$ cat config.mk
export PLATFORM = sky130hd
export DESIGN_NAME = lcd_scanline_timing_stat_core
export DESIGN_NICKNAME = d
export VERILOG_FILES = /design/src/design/lst_pkg.sv /design/src/design/lst_cfg_regs.sv /design/src/design/lst_timing.sv /design/src/design/lcd_scanline_timing_stat_core.sv
export SDC_FILE = /design/constraint.sdc
export NUM_CORES = 1
export LEC_CHECK = 0
export BUFFER_PORTS_ARGS = -buffer_cell sky130_fd_sc_hd__buf_2
export CAP_MARGIN = 20
export CORE_MARGIN = 2
export CORE_UTILIZATION = 30
export DETAILED_ROUTE_END_ITERATION = 10
export PLACE_DENSITY_LB_ADDON = 0.25
export SYNTH_ARGS = -nofsm -noshare
export SYNTH_HDL_FRONTEND = slang
export SYNTH_SLANG_ARGS = --single-unit
$ cat constraint.sdc
create_clock -name clk -period 2.3 [get_ports clk]
set_clock_uncertainty 0.1 [all_clocks]
set_input_delay 0.46 -clock clk [delete_from_list [all_inputs] [get_ports clk]]
set_output_delay 0.46 -clock clk [all_outputs]
set_load 0.1 [all_outputs]
$ cat src/design/lst_pkg.sv
// shared types and timing constants for the lcd scanline timing block
package lst_pkg;

	localparam int LINE_CYCLES = 456;
	localparam int OAM_CYCLES = 80;
	localparam int OAM_XFER_CYCLES = 252;

	localparam int CNT_W = $clog2(LINE_CYCLES + 1);
	localparam int LINE_W = 8;
	localparam int CYC_W = 8;

	localparam logic [CNT_W-1:0] CNT_RELOAD = CNT_W'(LINE_CYCLES);
	localparam logic [CNT_W-1:0] OAM_START = CNT_W'(LINE_CYCLES - OAM_CYCLES);
	localparam logic [CNT_W-1:0] XFER_START = CNT_W'(LINE_CYCLES - OAM_XFER_CYCLES);

	localparam logic [LINE_W-1:0] VBLANK_LINE = 8'd144;
	localparam logic [LINE_W-1:0] LAST_LINE = 8'd153;

	localparam int IN_DATA_W = 24;
	localparam int OUT_DATA_W = 16;
	localparam int APB_ADDR_W = 3;

	typedef enum logic [1:0] {
		MODE_HBLANK = 2'd0,
		MODE_VBLANK = 2'd1,
		MODE_OAM = 2'd2,
		MODE_XFER = 2'd3
	} mode_t;

	typedef struct packed {
		logic [CYC_W-1:0] cycle_count;
		logic lcd_on;
		logic hblank_int_enable;
		logic vblank_int_enable;
		logic oam_int_enable;
		logic match_int_enable;
		logic [LINE_W-1:0] compare_line;
		logic cpu_halted;
	} tick_t;

	typedef struct packed {
		logic [LINE_W-1:0] line;
		mode_t lcd_mode;
		logic coincidence;
		logic vblank_irq;
		logic stat_irq;
		logic render_request;
		logic hdma_request;
	} result_t;

endpackage

$ cat src/design/lst_cfg_regs.sv
// apb register file holding the color mode bit
module lst_cfg_regs import lst_pkg::*; (
	input  logic                  clk,
	input  logic                  arst_n,
	input  logic                  psel,
	input  logic                  penable,
	input  logic                  pwrite,
	input  logic [APB_ADDR_W-1:0] paddr,
	input  logic [31:0]           pwdata,
	output logic [31:0]           prdata,
	output logic                  pready,
	output logic                  color_mode
);

	logic color_mode_q;
	logic sel_color;

	// register 0 covers byte addresses 0..3
	assign sel_color = (paddr[APB_ADDR_W-1] == 1'b0);
	assign pready = 1'b1;

	always_ff @(posedge clk or negedge arst_n) begin
		if (!arst_n) begin
			color_mode_q <= 1'b0;
		end else if (psel && penable && pwrite && pready && sel_color) begin
			color_mode_q <= pwdata[0];
		end
	end

	assign prdata = sel_color ? {31'd0, color_mode_q} : 32'd0;
	assign color_mode = color_mode_q;

endmodule

$ cat src/design/lst_timing.sv
// line counter, ly, mode and stat interrupt logic for one tick
module lst_timing import lst_pkg::*; (
	input  logic    clk,
	input  logic    arst_n,
	input  logic    fire,
	input  tick_t   tick,
	input  logic    color_mode,
	output result_t result
);

	logic [CNT_W-1:0]  cycles_left_q;
	logic [LINE_W-1:0] line_q;
	mode_t             stored_mode_q;
	logic              match_q;

	logic [CNT_W-1:0]  cnt_d;
	logic [LINE_W-1:0] line_d;
	mode_t             mode_d;
	mode_t             mode_cur;
	logic              match_d;
	logic              enabled;
	logic              vblank_irq;
	logic              stat_irq;
	logic              render;
	logic              hdma;
	logic [CNT_W-1:0]  cyc_ext;

	assign cyc_ext = CNT_W'(tick.cycle_count);

	always_comb begin
		cnt_d = cycles_left_q;
		line_d = line_q;
		mode_d = stored_mode_q;
		mode_cur = MODE_HBLANK;
		match_d = match_q;
		enabled = 1'b0;
		vblank_irq = 1'b0;
		stat_irq = 1'b0;
		render = 1'b0;
		hdma = 1'b0;
		if (!tick.lcd_on) begin
			cnt_d = CNT_RELOAD;
			line_d = '0;
			mode_d = MODE_HBLANK;
		end else begin
			// mode from the counter before this tick
			priority if (line_q >= VBLANK_LINE) begin
				mode_cur = MODE_VBLANK;
				enabled = tick.vblank_int_enable;
			end else if (cycles_left_q >= OAM_START) begin
				mode_cur = MODE_OAM;
				enabled = tick.oam_int_enable;
			end else if (cycles_left_q >= XFER_START) begin
				mode_cur = MODE_XFER;
			end else begin
				mode_cur = MODE_HBLANK;
				enabled = tick.hblank_int_enable;
				hdma = color_mode && tick.cpu_halted;
			end
			stat_irq = enabled && (mode_cur != stored_mode_q);
			mode_d = mode_cur;

			if (cyc_ext >= cycles_left_q) begin
				// line done, surplus cycles dropped
				cnt_d = CNT_RELOAD;
				line_d = (line_q >= LAST_LINE) ? '0 : line_q + 8'd1;
				if (line_d == VBLANK_LINE) begin
					vblank_irq = 1'b1;
				end else if (line_d < VBLANK_LINE) begin
					render = 1'b1;
					match_d = (line_d == tick.compare_line);
					if (match_d && tick.match_int_enable) begin
						stat_irq = 1'b1;
					end
				end
			end else begin
				cnt_d = cycles_left_q - cyc_ext;
			end
		end
	end

	always_ff @(posedge clk or negedge arst_n) begin
		if (!arst_n) begin
			cycles_left_q <= CNT_RELOAD;
			line_q <= '0;
			stored_mode_q <= MODE_HBLANK;
			match_q <= 1'b0;
		end else if (fire) begin
			cycles_left_q <= cnt_d;
			line_q <= line_d;
			stored_mode_q <= mode_d;
			match_q <= match_d;
		end
	end

	assign result.line = line_d;
	assign result.lcd_mode = mode_d;
	assign result.coincidence = match_d;
	assign result.vblank_irq = vblank_irq;
	assign result.stat_irq = stat_irq;
	assign result.render_request = render;
	assign result.hdma_request = hdma;

endmodule

$ cat src/design/lcd_scanline_timing_stat_core.sv
// top level: stream ports, input and result registers, apb config
// path: a request accepted into the input register passes through the timing
//   logic into the result register, which drives m_tdata until m_tready takes it
// throughput: one request per cycle while m_tready is high; the line counter and
//   ly state update in logic between the input register and the result register
// reset: arst_n clears both pipeline stages, counter reloads to 456, line and
//   mode go to 0, coincidence and color mode clear
module lcd_scanline_timing_stat_core import lst_pkg::*; (
	input  logic                  clk,
	input  logic                  arst_n,
	// request in
	input  logic                  s_tvalid,
	output logic                  s_tready,
	// cycle_count[7:0], lcd_on[8], hblank_int_enable[9], vblank_int_enable[10],
	// oam_int_enable[11], match_int_enable[12], compare_line[20:13],
	// cpu_halted[21], zero[23:22]
	input  logic [IN_DATA_W-1:0]  s_tdata,
	// result out
	output logic                  m_tvalid,
	input  logic                  m_tready,
	// line[7:0], lcd_mode[9:8], coincidence[10], vblank_irq[11], stat_irq[12],
	// render_request[13], hdma_request[14], zero[15]
	output logic [OUT_DATA_W-1:0] m_tdata,
	// configuration
	input  logic                  psel,
	input  logic                  penable,
	input  logic                  pwrite,
	input  logic [APB_ADDR_W-1:0] paddr,
	input  logic [31:0]           pwdata,
	output logic [31:0]           prdata,
	output logic                  pready
);

	logic    valid_s1;
	tick_t   tick_s1;
	logic    valid_s2;
	result_t result_s2;
	result_t result_d;
	tick_t   tick_in;
	logic    advance;
	logic    color_mode;

	// unpack the request fields from the low bits up
	assign tick_in.cycle_count = s_tdata[7:0];
	assign tick_in.lcd_on = s_tdata[8];
	assign tick_in.hblank_int_enable = s_tdata[9];
	assign tick_in.vblank_int_enable = s_tdata[10];
	assign tick_in.oam_int_enable = s_tdata[11];
	assign tick_in.match_int_enable = s_tdata[12];
	assign tick_in.compare_line = s_tdata[20:13];
	assign tick_in.cpu_halted = s_tdata[21];

	// stage 1 moves into the result register when that slot is free or draining
	assign advance = valid_s1 && (!valid_s2 || m_tready);
	assign s_tready = !valid_s1 || advance;

	always_ff @(posedge clk or negedge arst_n) begin
		if (!arst_n) begin
			valid_s1 <= 1'b0;
		end else if (s_tvalid && s_tready) begin
			valid_s1 <= 1'b1;
		end else if (advance) begin
			valid_s1 <= 1'b0;
		end
	end

	always_ff @(posedge clk) begin
		if (s_tvalid && s_tready) begin
			tick_s1 <= tick_in;
		end
	end

	lst_cfg_regs u_cfg (
		.clk        (clk),
		.arst_n     (arst_n),
		.psel       (psel),
		.penable    (penable),
		.pwrite     (pwrite),
		.paddr      (paddr),
		.pwdata     (pwdata),
		.prdata     (prdata),
		.pready     (pready),
		.color_mode (color_mode)
	);

	// timing state advances exactly once per request, as it enters stage 2
	lst_timing u_timing (
		.clk        (clk),
		.arst_n     (arst_n),
		.fire       (advance),
		.tick       (tick_s1),
		.color_mode (color_mode),
		.result     (result_d)
	);

	always_ff @(posedge clk or negedge arst_n) begin
		if (!arst_n) begin
			valid_s2 <= 1'b0;
		end else if (advance) begin
			valid_s2 <= 1'b1;
		end else if (m_tready) begin
			valid_s2 <= 1'b0;
		end
	end

	always_ff @(posedge clk) begin
		if (advance) begin
			result_s2 <= result_d;
		end
	end

	assign m_tvalid = valid_s2;
	assign m_tdata = {1'b0,
		result_s2.hdma_request,
		result_s2.render_request,
		result_s2.stat_irq,
		result_s2.vblank_irq,
		result_s2.coincidence,
		result_s2.lcd_mode,
		result_s2.line};

endmodule
Word-level counts from Yosys, hierarchy flattened
Cells that the tools add are included.

cells by class
  $add $sub $neg = 2
  magnitude comparators = 6
  equal/unequal tests = 3
  multiplexer cells = 29
  bitwise operators = 3
  reductions and logical operators = 17

operator list
  kind                 count
  $mux 8               3
  $mux 1               19
  $mux 9               2
  $ge 8x8->1 const B   2
  $mux 2               5
  $ge 8x9->1           1
  $ge 9x8->1 const B   1
  $ge 9x9->1 const B   1
  $sub 9x8->9          1
  $add 8x1->8 const B  1
  $eq 8x8->1           1
  $eq 8x8->1 const B   1
  $logic_and 1x1->1    8
  $lt 8x8->1 const B   1
  $reduce_bool 2->1    2
  $reduce_or 4->1      1
  $not 1->1            3
  $reduce_or 3->1      1
  $logic_not 1->1      2
  $logic_or 1x1->1     2
  $ne 2x2->1           1
  $reduce_and 2->1     1

word-level totals
  register bits after elaboration = 60
  output and inout port bits = 51
  logic and storage cells = 82

Depth between registers and ports, before layout
  depth in word-level cells = 11
  depth in mapped cells = 10
  mapped depth without buffers = 10

Modules after synthesis
A second synthesis with hierarchy kept.

unflattened totals
  cells, all modules = 381
  area, all modules = 3823.7 µm²

by module, submodules not included
  module                         times used  cells each  area each (µm²)  seq. area each (µm²)
  lst_timing                     1           296         2296.0           505.5
  lcd_scanline_timing_stat_core  1           47          1226.2           1161.1
  lst_cfg_regs                   1           38          301.5            25.0

Least setup slack after synthesis
No wires, ideal clock.

  path kind = reg2reg
  start point = reg valid_s2, in the netlist m_tvalid
  end point = reg tick_s1[0] (netlist name) (enable)
  arrival time = 2.673 ns
  path slack = -0.825 ns
  stages on the path, launching flop included = 3
  period minus slack after synthesis = 3.125 ns
  path through = dfrtp_1 nand3b_1 and2_1

on the way
  word-level cells in the longest chain between the ends = 5

RTL lines
  what                      RTL line                              source
  start: declaration        lcd_scanline_timing_stat_core.sv:36   logic valid_s2;
  start signal: assignment  lcd_scanline_timing_stat_core.sv:98   valid_s2 <= 1'b0;
  start signal: assignment  lcd_scanline_timing_stat_core.sv:100  valid_s2 <= 1'b1;
  start signal: assignment  lcd_scanline_timing_stat_core.sv:102  valid_s2 <= 1'b0;
  $logic_not 1->1           lcd_scanline_timing_stat_core.sv:54   assign advance = valid_s1 && (!valid_s2 || m_tready);
  $logic_or 1x1->1          lcd_scanline_timing_stat_core.sv:54
  $logic_and 1x1->1         lcd_scanline_timing_stat_core.sv:54
  $logic_or 1x1->1          lcd_scanline_timing_stat_core.sv:55   assign s_tready = !valid_s1 || advance;
  named net s_tready        lcd_scanline_timing_stat_core.sv:13   output logic s_tready,
  $logic_and 1x1->1         lcd_scanline_timing_stat_core.sv:68   if (s_tvalid && s_tready) begin
  end signal: assignment    lcd_scanline_timing_stat_core.sv:69   tick_s1 <= tick_in;
  end: declaration          lcd_scanline_timing_stat_core.sv:35   tick_t tick_s1;

The timed path passes the listed nets, and every way through them passes these cells.
A chain may end at the register's enable or synchronous reset.

Final worst setup path
  start point = reg u_timing.line_q[1]
  end point = reg result_s2, in the netlist m_tdata[12] (data pin)

on the way
  word-level cells in the longest chain between the ends = 9

RTL lines
  what                                                                 RTL line                              source
  start: declaration                                                   lst_timing.sv:12                      logic [LINE_W-1:0] line_q;
  start signal: assignment                                             lst_timing.sv:90                      line_q <= line_d;
  parallel branches: the longest is 8 deep, another holds $add 8x1->8  n/a
  $mux 1 *                                                             lst_timing.sv:63                      if (cyc_ext >= cycles_left_q) begin
  end signal: assignment                                               lcd_scanline_timing_stat_core.sv:108  result_s2 <= result_d;
  end: declaration                                                     lcd_scanline_timing_stat_core.sv:37   result_t result_s2;

Every way passes the cells marked *. The select of a mux whose other input is x is not followed.

==> qor.yml <==
synth_cell_types: 64
cts_root_buffer: "clkbuf_16"
crit_slowest_cell: "dfrtp_1"
grt.overflow.total: 0
fp.dieH_um: 114
die_w_um: 114
drtPass1Iterations: 4
start_util: 0.306
status: "complete, but fails checks"
fmax_mhz: 430
grt_max_degree: 24
finalCritPeriodShare: 1.01
cts_tree: "done"
relSlewSlack: 0.600
seq_area_frac_synth: 0.463
post_drt_wl_per_cell_um: 14.6
violations: "negative setup slack"
p_leak_nw: 2.13
synthArstFlopShare: 0.383
routed_wirelength_um: 9180
cpLargestDelayFamily: "compound AO/OA/AOI/OAI gates"
critPathRequiredTime_ps: 2400
drive_gt1_frac: 0.407
slew_violations: 0
worstRegToRegCells: 8
clk_pin_slew_ps: 60
area_growth_pct: 38.6
hold_slack_ps: 19.5
avgSynthCellArea_um2: 10.2
grt_util_all_layers: 0.146
synth_top_area_cell: "edfxtp_1"
hold_buffers: 0
syn_inst: 360
power.total_mw: 6.28
rsz0062_at_grt: "yes"
hold_viol: 0
rows: 40
ant_nets: 0
p_per_area_mw_per_mm2: 1240
numCtsBuffers: 9
diodes: 0
ios: 117
min_period_ps: 2330
cp_num_buf_inv: 1
ys_top_cells_by_area: "edfxtp_1, dfrtp_1, buf_4"
ys.flop_type: "edfxtp_1"
path_class: "flop to flop"
crit_path_max_incr_delay_ps: 400
dp_slack_ps: -155
gp_congestion: 0.862
hold_class: "input port to asynchronous set/reset pin"
antenna_found_initial: 0
worst_setup_path_start_kind: "flop"
setup_tns_ps: -95.5
cp-end-kind: "flop"
core_mm2: 0.0120
post-dp-hpwl_um: 6380
tightest_slew_ps: 599
clk_path_buf_depth: 2
synth_top_area_frac: 0.304
synthesis.area_mm2: 0.00365
clock_sinks: 60
grt_pass1_vias: 3042
vias: 3066
dieArea_mm2: 0.0131
critical_path_cell_count: 8
htreeDepth: 3
drt_iter0_drc: 129
viasPerCell: 4.87
crit_chain: "inv_2 > ha_4 > nor3b_4 > o21a_4 > a211oi_4 > o221ai_2 > nor4_4 > a32o_1"
nets: 555
insertion_delay_ps: 340
ys_ff_latch: 60
drc: 0
setup_ws_ps: -26.8
grt_pass1_wl_um: 14800
ir_worst_vdd_uv: 481
worstPathArrival_ps: 2430
crit_fanout: 5
io_buffers: 48
setup_violations: 4
maxCapViolations: 0
ys_warn_count: 0
synth-edff-count: 37
cell families (layout without fill, tap and decap cells):
family,Yosys count,after routing,synth area share
and+or+nand+nor,110,110,0.157
AOI/OAI and AO/OA,85,85,0.167
buffers and inverters,71,162,0.114
DFF,60,60,0.463
xor gates and xnor gates,16,16,0.0421
adders and majority gates,12,12,0.0431
muxes,4,4,0.0120
other,2,33,0.00205
worst paths after layout:
kind	start	end	slack, ps
min reg2reg	u_timing.cycles_left_q[0]$_DFFE_PN0P_	u_timing.cycles_left_q[0]$_DFFE_PN0P_	380
min in group clk	s_tdata[5]	tick_s1[19]$_DFFE_PP_	190
min	arst_n	u_timing.cycles_left_q[4]$_DFFE_PN0P_	20
max reg2reg	u_timing.line_q[1]$_DFFE_PN0P_	m_tdata[12]$_SDFFCE_PN0P_	-30
max in group asynchronous	arst_n	m_tvalid$_DFFE_PN0P_	1620
max	u_timing.line_q[1]$_DFFE_PN0P_	m_tdata[12]$_SDFFCE_PN0P_	-30
registers in the layout, summed over array words and instances (netlist names):
signal	count
u_timing.stored_mode_q	2
u_timing.line_q	8
tick_s1	22
u_timing.match_q	1
valid_s1	1
m_tdata	15
u_cfg.color_mode	1
m_tvalid	1
u_timing.cycles_left_q	9
cells in the final DEF (no fill, tap or decap), drive strengths merged, types with 3 or more instances in the layout:
cell type and instances:
buf 128, edfxtp 37, conb 33, nand2 29
nor2 21, dfrtp 19, inv 18, o21ai 16
nand3 15, a21oi 12, xnor2 11, a31oi 11
clkbuf 11, ha 11, o211ai 9, nor3 7
nand2b 6, nand4 5, and2 5, o31ai 4
a21o 4, nand3b 4, xor2 4, dfstp 4
o21a 4, o221ai 4, nor4 4, nand4b 3
mux2 3, nor2b 3, a21boi 3
report_power, final:
group	internal, mW	switching (mW)
clock network	0.972	0.489
logic	1.40	1.77
registers	1.41	0.238
total	3.78	2.50
layer usage:
| metal | track usage | vias to the layer above | share of wire |
|---|---|---|---|
| met1 | 0.180 | 1486 | 0.44 |
| met4 | 0.0561 | 0 | 0.017 |
| met3 | 0.0371 | 16 | 0.048 |
| met5 | 0 | - | 0 |
| met2 | 0.247 | 83 | 0.49 |
| li1 | - | 1481 | - |
metrics by stage:
step	util	cell area [um^2]	instances
finish	0.423	5060	629
global route	0.423	5060	629
CTS	0.404	4840	623
detailed placement	0.365	4370	598
global placement	0.365	4370	598
floorplan	-	3790	391
worst register-to-register path, cell delays in order, from the launching register on:
cell and delay (ps):
dfrtp_1 400, inv_2 90, ha_4 160, nor3b_4 160, o21a_4 250, a211oi_4 270
o221ai_2 150, nor4_4 400, a32o_1 220
Yosys cell counts (5+ instances only):
cell type	n
nand2_1	29
nor3_1	7
buf_2	9
nand3_1	14
edfxtp_1	37
nand2b_1	6
nor2_1	20
xnor2_1	11
o211ai_1	9
dfrtp_1	19
a21oi_1	12
nand4_1	5
a31oi_1	10
clkbuf_1	7
o21ai_0	11
inv_1	18
and2_1	5
buf_4	37
ha_1	11
repair_timing:
item | 4_1_cts | 5_1_grt
pin swaps | 12 | 27
gates resized for setup | 18 | 41
buffers inserted | 10 | 6
endpoints found under the setup margin | 7 | 21
cell type report:
| cell class | instances | area [um^2] |
|---|---|---|
| fillers | 1134 | 6900 |
| multi-input cells | 260 | 1900 |
| flip-flops and latches | 60 | 1700 |
| repair buffers | 128 | 898 |
| clock buffers | 11 | 243 |
| well taps | 147 | 184 |
| clock inverters | 5 | 76.3 |
| inverters | 18 | 67.6 |
Power figures use the tool's default switching activity.
